### src/sv/actsel_pkg.sv
// Shared types and constants for the activity selection block.
package actsel_pkg;

  localparam int unsigned ID_W         = 16;
  localparam int unsigned TIME_W       = 16;
  localparam int unsigned CNT_W        = 6;
  localparam int unsigned RESULT_LIMIT = 32;

  typedef struct packed {
    logic [ID_W-1:0]   id;
    logic [TIME_W-1:0] start;
    logic [TIME_W-1:0] finish;
  } job_t;

  typedef enum logic [2:0] {
    ST_IDLE,
    ST_INS,
    ST_PLACE,
    ST_SEL_START,
    ST_SEL,
    ST_FLUSH
  } state_e;

endpackage

### src/sv/actsel_store.sv
// Job store: one write port, one read port, registered read data.
module actsel_store #(
  parameter int unsigned DEPTH = 32,
  localparam int unsigned AW   = $clog2(DEPTH)
) (
  input  logic              clk_i,
  input  logic              rd_en_i,
  input  logic [AW-1:0]     rd_addr_i,
  output actsel_pkg::job_t  rd_data_o,
  input  logic              wr_en_i,
  input  logic [AW-1:0]     wr_addr_i,
  input  actsel_pkg::job_t  wr_data_i
);
  import actsel_pkg::*;

  job_t mem_q [DEPTH];
  job_t rd_data_q;

  always_ff @(posedge clk_i) begin
    if (wr_en_i) begin
      mem_q[wr_addr_i] <= wr_data_i;
    end
    if (rd_en_i) begin
      rd_data_q <= mem_q[rd_addr_i];
    end
  end

  assign rd_data_o = rd_data_q;

endmodule

### src/sv/activity_selection.sv
// Greedy activity selection by earliest finish time, top level.
//
//  channel | direction | handshake                | payload
//  --------+-----------+--------------------------+------------------------------------------
//  in      | to block  | in_valid_i / in_stall_o  | job_id, start_at, finish_at, final_job
//  out     | from block| out_valid_o / out_stall_i| chosen_id, chosen_count, overflowed, run_end
//
// Load: the transaction is taken, then each stored job with a later finish moves up
//   (one read-compare-write through the store port), then the job is placed.
//   A load into an empty or full store finishes when the transaction is taken.
// Selection after final_job: the store is scanned (ST_SEL_START, ST_SEL), then ST_FLUSH.
// Reset clears all control state; store contents stay undefined until written.
// A stall on the output holds the scan only when a second result is ready.
module activity_selection #(
  parameter int unsigned JOB_SLOTS = 32
) (
  input  logic                          clk_i,
  input  logic                          rst_ni,
  // load channel
  input  logic                          in_valid_i,
  output logic                          in_stall_o,
  input  logic [actsel_pkg::ID_W-1:0]   job_id_i,
  input  logic [actsel_pkg::TIME_W-1:0] start_at_i,
  input  logic [actsel_pkg::TIME_W-1:0] finish_at_i,
  input  logic                          final_job_i,
  // result channel
  output logic                          out_valid_o,
  input  logic                          out_stall_i,
  output logic [actsel_pkg::ID_W-1:0]   chosen_id_o,
  output logic [actsel_pkg::CNT_W-1:0]  chosen_count_o,
  output logic                          overflowed_o,
  output logic                          run_end_o
);
  import actsel_pkg::*;

  localparam int unsigned IDX_W = $clog2(JOB_SLOTS);
  localparam int unsigned LD_W  = $clog2(JOB_SLOTS + 1);

  state_e state_q, state_d;

  // control state
  logic [LD_W-1:0]   loaded_q;
  logic              dropped_q;
  logic [TIME_W-1:0] last_finish_q;
  logic [CNT_W-1:0]  count_q;
  logic [IDX_W-1:0]  idx_q;
  logic              pend_vld_q;
  logic              out_valid_q;

  // payload state
  job_t              new_q;
  logic              final_q;
  logic [IDX_W-1:0]  pos_q;
  logic [ID_W-1:0]   pend_id_q;
  logic [CNT_W-1:0]  pend_cnt_q;
  logic [ID_W-1:0]   out_id_q;
  logic [CNT_W-1:0]  out_cnt_q;
  logic              out_ovf_q;
  logic              out_end_q;

  // store port
  logic              rd_en;
  logic [IDX_W-1:0]  rd_addr;
  job_t              rd_data;
  logic              wr_en;
  logic [IDX_W-1:0]  wr_addr;
  job_t              wr_data;

  logic              accept, has_room, out_free;
  logic              shift, take, block, last_idx, at_limit, sel_done;
  logic              push, push_end;
  logic [CNT_W-1:0]  cnt_inc;
  job_t              in_job;

  assign in_job     = '{id: job_id_i, start: start_at_i, finish: finish_at_i};
  assign accept     = in_valid_i && (state_q == ST_IDLE);
  assign has_room   = (loaded_q != LD_W'(JOB_SLOTS));
  assign out_free   = !out_valid_q || !out_stall_i;

  // insertion: the stored neighbor moves up while its finish is later
  assign shift      = (rd_data.finish > new_q.finish);

  // selection: slot 0 is always taken, later ones when compatible
  assign take       = (idx_q == '0) || (rd_data.start >= last_finish_q);
  assign block      = take && pend_vld_q && !out_free;
  assign cnt_inc    = count_q + CNT_W'(1);
  assign at_limit   = take && (cnt_inc == CNT_W'(RESULT_LIMIT));
  assign last_idx   = ((LD_W'(idx_q) + LD_W'(1)) == loaded_q);
  assign sel_done   = at_limit || last_idx;

  actsel_store #(
    .DEPTH (JOB_SLOTS)
  ) u_store (
    .clk_i     (clk_i),
    .rd_en_i   (rd_en),
    .rd_addr_i (rd_addr),
    .rd_data_o (rd_data),
    .wr_en_i   (wr_en),
    .wr_addr_i (wr_addr),
    .wr_data_i (wr_data)
  );

  // next state
  always_comb begin
    state_d = state_q;
    unique case (state_q)
      ST_IDLE: begin
        if (accept) begin
          if (!has_room || (loaded_q == '0)) begin
            state_d = final_job_i ? ST_SEL_START : ST_IDLE;
          end else begin
            state_d = ST_INS;
          end
        end
      end
      ST_INS: begin
        if (shift) begin
          state_d = (pos_q == IDX_W'(1)) ? ST_PLACE : ST_INS;
        end else begin
          state_d = final_q ? ST_SEL_START : ST_IDLE;
        end
      end
      ST_PLACE:     state_d = final_q ? ST_SEL_START : ST_IDLE;
      ST_SEL_START: state_d = ST_SEL;
      ST_SEL: begin
        if (!block && sel_done) begin
          state_d = ST_FLUSH;
        end
      end
      ST_FLUSH: begin
        if (out_free) begin
          state_d = ST_IDLE;
        end
      end
      default: state_d = ST_IDLE;
    endcase
  end

  // store access and result pushes
  always_comb begin
    rd_en    = 1'b0;
    rd_addr  = '0;
    wr_en    = 1'b0;
    wr_addr  = '0;
    wr_data  = new_q;
    push     = 1'b0;
    push_end = 1'b0;
    unique case (state_q)
      ST_IDLE: begin
        if (accept && has_room) begin
          if (loaded_q == '0) begin
            wr_en   = 1'b1;
            wr_data = in_job;
          end else begin
            rd_en   = 1'b1;
            rd_addr = IDX_W'(loaded_q - LD_W'(1));
          end
        end
      end
      ST_INS: begin
        wr_en   = 1'b1;
        wr_addr = pos_q;
        if (shift) begin
          wr_data = rd_data;
          if (pos_q != IDX_W'(1)) begin
            rd_en   = 1'b1;
            rd_addr = pos_q - IDX_W'(2);
          end
        end
      end
      ST_PLACE: begin
        wr_en = 1'b1;
      end
      ST_SEL_START: begin
        rd_en = 1'b1;
      end
      ST_SEL: begin
        if (!block) begin
          push = take && pend_vld_q;
          if (!sel_done) begin
            rd_en   = 1'b1;
            rd_addr = idx_q + IDX_W'(1);
          end
        end
      end
      ST_FLUSH: begin
        push     = out_free;
        push_end = 1'b1;
      end
      default: ;
    endcase
  end

  always_ff @(posedge clk_i or negedge rst_ni) begin
    if (!rst_ni) begin
      state_q       <= ST_IDLE;
      loaded_q      <= '0;
      dropped_q     <= 1'b0;
      last_finish_q <= '0;
      count_q       <= '0;
      idx_q         <= '0;
      pend_vld_q    <= 1'b0;
      out_valid_q   <= 1'b0;
    end else begin
      state_q <= state_d;
      if (push) begin
        out_valid_q <= 1'b1;
      end else if (!out_stall_i) begin
        out_valid_q <= 1'b0;
      end
      unique case (state_q)
        ST_IDLE: begin
          if (accept) begin
            if (has_room) begin
              loaded_q <= loaded_q + LD_W'(1);
            end else begin
              dropped_q <= 1'b1;
            end
          end
        end
        ST_SEL_START: begin
          idx_q      <= '0;
          count_q    <= '0;
          pend_vld_q <= 1'b0;
        end
        ST_SEL: begin
          if (!block) begin
            if (take) begin
              pend_vld_q    <= 1'b1;
              count_q       <= cnt_inc;
              last_finish_q <= rd_data.finish;
            end
            if (!sel_done) begin
              idx_q <= idx_q + IDX_W'(1);
            end
          end
        end
        ST_FLUSH: begin
          if (out_free) begin
            loaded_q   <= '0;
            dropped_q  <= 1'b0;
            pend_vld_q <= 1'b0;
          end
        end
        default: ;
      endcase
    end
  end

  // payload registers, no reset
  always_ff @(posedge clk_i) begin
    if (accept) begin
      new_q   <= in_job;
      final_q <= final_job_i;
      pos_q   <= IDX_W'(loaded_q);
    end
    if ((state_q == ST_INS) && shift) begin
      pos_q <= pos_q - IDX_W'(1);
    end
    if ((state_q == ST_SEL) && !block && take) begin
      pend_id_q  <= rd_data.id;
      pend_cnt_q <= cnt_inc;
    end
    if (push) begin
      out_id_q  <= pend_id_q;
      out_cnt_q <= pend_cnt_q;
      out_ovf_q <= dropped_q;
      out_end_q <= push_end;
    end
  end

  assign in_stall_o     = (state_q != ST_IDLE);
  assign out_valid_o    = out_valid_q;
  assign chosen_id_o    = out_id_q;
  assign chosen_count_o = out_cnt_q;
  assign overflowed_o   = out_ovf_q;
  assign run_end_o      = out_end_q;

endmodule

### config.mk
export PLATFORM = sky130hd
export DESIGN_NAME = activity_selection
export DESIGN_NICKNAME = d
export VERILOG_FILES = /design/src/sv/actsel_pkg.sv /design/src/sv/actsel_store.sv /design/src/sv/activity_selection.sv
export SDC_FILE = /design/constraint.sdc
export NUM_CORES = 2
export LEC_CHECK = 0
export ABC_AREA = 1
export BUFFER_PORTS_ARGS = -buffer_cell sky130_fd_sc_hd__buf_2
export CAP_MARGIN = 40
export CELL_PAD_IN_SITES_DETAIL_PLACEMENT = 1
export CELL_PAD_IN_SITES_GLOBAL_PLACEMENT = 2
export CORE_MARGIN = 1
export CORE_UTILIZATION = 25
export CTS_BUF_LIST = sky130_fd_sc_hd__clkbuf_4 sky130_fd_sc_hd__clkbuf_8
export DETAILED_ROUTE_END_ITERATION = 8
export PLACE_DENSITY_LB_ADDON = 0.1
export SETUP_SLACK_MARGIN = 0.5
export SLEW_MARGIN = 20
export SYNTH_ARGS = -nofsm -noshare
export SYNTH_HDL_FRONTEND = slang
export SYNTH_SLANG_ARGS = --single-unit
### constraint.sdc
create_clock -name clk_i -period 5.2 [get_ports clk_i]
set_input_delay 1.3 -clock clk_i [delete_from_list [all_inputs] [get_ports clk_i]]
set_output_delay 1.3 -clock clk_i [all_outputs]
set_load 0.05 [all_outputs]
==> parameters.txt <==
Parameter                              Value

Cells and area
  Final-stage net count    7,210
  Share of the core filled with cells in the final layout    0.2967
  Ratio of cells with drive above 1 in the final layout    0.1279
  Area overhead of the layout relative to synthesis    18.05%

Route
  Count of routing violations after the opening detailed-route iteration    3,815
  Post-detailed-route wirelength per cell    27.74 um
  Number of remaining DRC errors    0
  Wire length after detailed routing    315,100 um
  Count of antenna-violating nets left after detailed routing    0
  Total vias in the final route    53.67k
  Length of the first detailed-routing pass in iterations    6
  Per-cell via count in the routed design    4.725

STA
  Finish-stage setup viols    0
  Setup repair after global routing missed its margin    no
  Final TNS setup    0 ns
  Part of the cycle the worst path needs    0.8233
  Minimum clock period after layout    4.281 ns
  Worst Max-Slew Pin Slew    0.8814 ns
  Fmax    233.6 MHz
  Total count of max-transition violations in the final report    0
  Clock Skews    0.08935 ns
  Final Hold Vio Count    0
  Worst slew slack as a fraction of its limit    0.4124

Critical path
  Worst Path Max Fanout    49
  Setup CP Type    flip-flop to flip-flop
  Crit path required time    5.91 ns
  Series of cell instances along the critical path    ha_1 > nand2_1 > nor3_1 > buf_4 > nand2_1 > nand2_1 > nand2_1 > nor2_4 > nand2_1 > or2_1 > nand3b_1 > buf_12 > buf_12 > nand3_1 > nand3_1 > nand2_1 > nand2_1 > nand2_1
  Cell repeated most along the worst path    sky130_fd_sc_hd__nand2_1
  Worst setup EP type    flip-flop
  Delay of the slowest critical-path stage    0.47 ns
  Startpoint Class    flip-flop
  Data arrival time of the critical path    5.00 ns
  Max stage delay cell, worst path    sky130_fd_sc_hd__edfxtp_1

Die
  Initial Utilization    0.2513
  Area of the die    306,600 um2
  # IOs    79
  Floorplan die width    553.7 um
  Die Y-Extent    553.7 um
  Area inside the core boundary    302,800 um2
  Std cell rows    202

GRT
  Aggregate global-route resource usage    0.2025
  Number of global-route vias before repair    54.92k
  GR Overflow Total    0
  Largest net degree at the start of global routing    119
  Initial antenna violation count    31
  Wire length of the first global-routing pass    438,500 um

Clock network
  H-tree lvl count    5
  Clock-pin slew of the registers on the worst-case setup and hold paths    0.05 ns
  Clk buf depth    4
  Latest clock arrival within the worst-skew pair    1.06 ns
  Number of buffers added by the clock tree synthesis step    336
  Total of hold buffers inserted after clock tree synthesis    0
  Post-CTS Setup Inserts    0
  Sink Count    1,723
  Number of gates given a new drive strength after cts    0
  Clock root buffer    sky130_fd_sc_hd__clkbuf_8
  CTS tree    done

Logic synthesis
  Summed instance area of the synthesized netlist    76,100 um2
  Synth unique cells    36
  Post-synthesis cell count    6,855
  Net count of the mapped netlist    6,950
  Sequential cell area fraction in the yosys report    0.6774
  FF+latch count, synth    1,723
  Syn avg cell area    11.10 um2
  Synth warn    0

Placement
  Weighted congestion at the end of routability-driven global placement    0.7423
  Placed wire-length estimate after detailed placement    166,600 um
  Buffers added on ports    78

Status
  Status    finished clean

Job
  Max-Cap Viols    0

Pwr
  Power density of the placed cells    727.3 nW/um2
  Maximum vdd drop    0.5424 mV
  Leakage power of the design    34.56 nW

Hold path
  Type of the worst min-delay path    primary input to asynchronous set/reset pin
==> worst max-delay path, delay by kind of cell (launching register included) <==
family	cells	cell delay, ns
AND/OR/NAND/NOR	14	2.14
buffers and inverters	3	0.81
flip-flops	1	0.47
adder cells (fa/ha/maj)	1	0.32
==> metrics by stage <==
| stage | instances | area, um2 | hold slack, ns | worst slack [ns] | power, mW |
|---|---|---|---|---|---|
| after global placement | 10750 | 83190 | 0.4009 | 0.7359 | 52.79 |
| after CTS | 11350 | 89800 | 0.2868 | 0.8981 | 66.69 |
| final | 11360 | 89830 | 0.3950 | 0.9189 | 65.33 |
| after floorplan | 6855 | 76100 | 0.4003 | -0.2149 | 38.37 |
| after detailed placement | 10750 | 83380 | 0.4061 | 0.8007 | 52.78 |
| after global routing | 11360 | 89820 | 0.3610 | 0.7119 | 69.94 |
==> cell usage after synthesis <==
cell | n | area share
sky130_fd_sc_hd__inv_1 | 978 | 0.048
sky130_fd_sc_hd__o2111ai_1 | 1 | 0.00012
sky130_fd_sc_hd__o21ai_0 | 40 | 0.0026
sky130_fd_sc_hd__a21oi_1 | 16 | 0.0011
sky130_fd_sc_hd__nand3_1 | 1584 | 0.10
sky130_fd_sc_hd__o22ai_1 | 3 | 0.00025
sky130_fd_sc_hd__buf_2 | 277 | 0.018
sky130_fd_sc_hd__o21a_1 | 2 | 0.00020
sky130_fd_sc_hd__ha_1 | 42 | 0.0069
sky130_fd_sc_hd__nand4_1 | 11 | 0.00090
sky130_fd_sc_hd__a31oi_1 | 2 | 0.00016
sky130_fd_sc_hd__dfrtp_1 | 39 | 0.013
sky130_fd_sc_hd__buf_1 | 58 | 0.0029
sky130_fd_sc_hd__nor3b_1 | 2 | 0.00020
sky130_fd_sc_hd__o221ai_1 | 15 | 0.0017
sky130_fd_sc_hd__o211ai_1 | 4 | 0.00039
sky130_fd_sc_hd__buf_6 | 7 | 0.0010
sky130_fd_sc_hd__xor2_1 | 7 | 0.00081
sky130_fd_sc_hd__or2_1 | 1 | 0.000082
sky130_fd_sc_hd__nand2_2 | 1 | 0.000082
sky130_fd_sc_hd__nor2_1 | 64 | 0.0032
sky130_fd_sc_hd__nand2_1 | 1313 | 0.065
sky130_fd_sc_hd__buf_4 | 4 | 0.00039
sky130_fd_sc_hd__edfxtp_1 | 1684 | 0.66
sky130_fd_sc_hd__nor2_2 | 4 | 0.00033
sky130_fd_sc_hd__inv_2 | 9 | 0.00044
sky130_fd_sc_hd__nand3b_1 | 577 | 0.057
sky130_fd_sc_hd__clkbuf_1 | 87 | 0.0043
sky130_fd_sc_hd__a21oi_2 | 1 | 0.00012
sky130_fd_sc_hd__nor3_4 | 1 | 0.00021
sky130_fd_sc_hd__xnor2_1 | 2 | 0.00023
sky130_fd_sc_hd__nand3_2 | 4 | 0.00053
sky130_fd_sc_hd__nor2_4 | 2 | 0.00030
sky130_fd_sc_hd__nor3_1 | 11 | 0.00072
sky130_fd_sc_hd__a21boi_0 | 1 | 0.000099
sky130_fd_sc_hd__and2_1 | 1 | 0.000082
==> cells in the final DEF, fill, tap and decap left out, types with 33 or more instances in the layout <==
cell,instances
sky130_fd_sc_hd__buf_12,108
sky130_fd_sc_hd__buf_2,78
sky130_fd_sc_hd__buf_4,163
sky130_fd_sc_hd__clkbuf_4,116
sky130_fd_sc_hd__clkbuf_8,348
sky130_fd_sc_hd__clkinv_1,87
sky130_fd_sc_hd__dfrtp_1,39
sky130_fd_sc_hd__edfxtp_1,1684
sky130_fd_sc_hd__ha_1,42
sky130_fd_sc_hd__inv_1,974
sky130_fd_sc_hd__nand2_1,1312
sky130_fd_sc_hd__nand3_1,1581
sky130_fd_sc_hd__nand3b_1,577
sky130_fd_sc_hd__nor2_1,33
sky130_fd_sc_hd__nor2_4,35
sky130_fd_sc_hd__o21ai_0,40
==> area by class of cell <==
type	count	area, um2
inverter	987	3734
multi-input combinational	3712	19210
clock buffer	464	5660
antenna	6	15.01
tap	3978	4977
timing repair buffer	355	3929
clock inverter	134	763.2
sequential	1723	51540
fill	33470	213000
==> registers in the layout, summed over array words and instances (netlist names) <==
register,count
new_q,48
last_finish_q,16
pend_vld_q,1
run_end_o,1
chosen_count_o,6
state_q,3
out_valid_o,1
dropped_q,1
final_q,1
count_q,6
loaded_q,6
u_store.mem_q,1536
pend_id_q,16
chosen_id_o,16
pos_q,5
u_store.rd_data_o,48
overflowed_o,1
pend_cnt_q,6
idx_q,5
==> layer usage <==
metal	vias up	global-route usage	wire, um
met1	28020	0.2859	150700
li1	24060	-	-
met3	405	0.03141	14510
met5	-	0	36
met2	1176	0.3244	143300
met4	6	0.04647	6600
==> report_power, final <==
group | internal (mW) | switching (mW) | leakage (nW)
Combinational | 8.99 | 23.1 | 15.4
Sequential | 19.0 | 0.703 | 15.7
Clock | 7.23 | 6.30 | 3.40
==> path summary, 6_finish.rpt <==
kind                            cells after the start  slack [ns]                               to                             from
worst max-delay path                               18        0.92  u_store.rd_data_o[29]$_DFFE_PP_  u_store.rd_data_o[14]$_DFFE_PP_
worst min-delay path                                2        0.40     last_finish_q[6]$_DFFE_PN0P_                           rst_ni
worst max register to register                     18        0.92  u_store.rd_data_o[29]$_DFFE_PP_  u_store.rd_data_o[14]$_DFFE_PP_
worst min register to register                      0        0.42         chosen_id_o[1]$_DFFE_PP_           pend_id_q[1]$_DFFE_PP_
max in group asynchronous                           2        4.34    last_finish_q[13]$_DFFE_PN0P_                           rst_ni
min in group clk_i                                  0        0.42         chosen_id_o[1]$_DFFE_PP_           pend_id_q[1]$_DFFE_PP_
==> cell families (layout without fill, tap and decap cells) <==
logic type,count (synthesis),after routing,synth area share
AOI/OAI and AO/OA,85,85,0.006742
adders and majority gates,42,42,0.006906
buffers and inverters,1420,1940,0.07549
and+or+nand+nor,3576,3576,0.2325
other,0,6,0
xor gates and xnor gates,9,9,0.001036
DFF,1723,1723,0.6774
No activity file was read; power rests on OpenSTA's default activity.
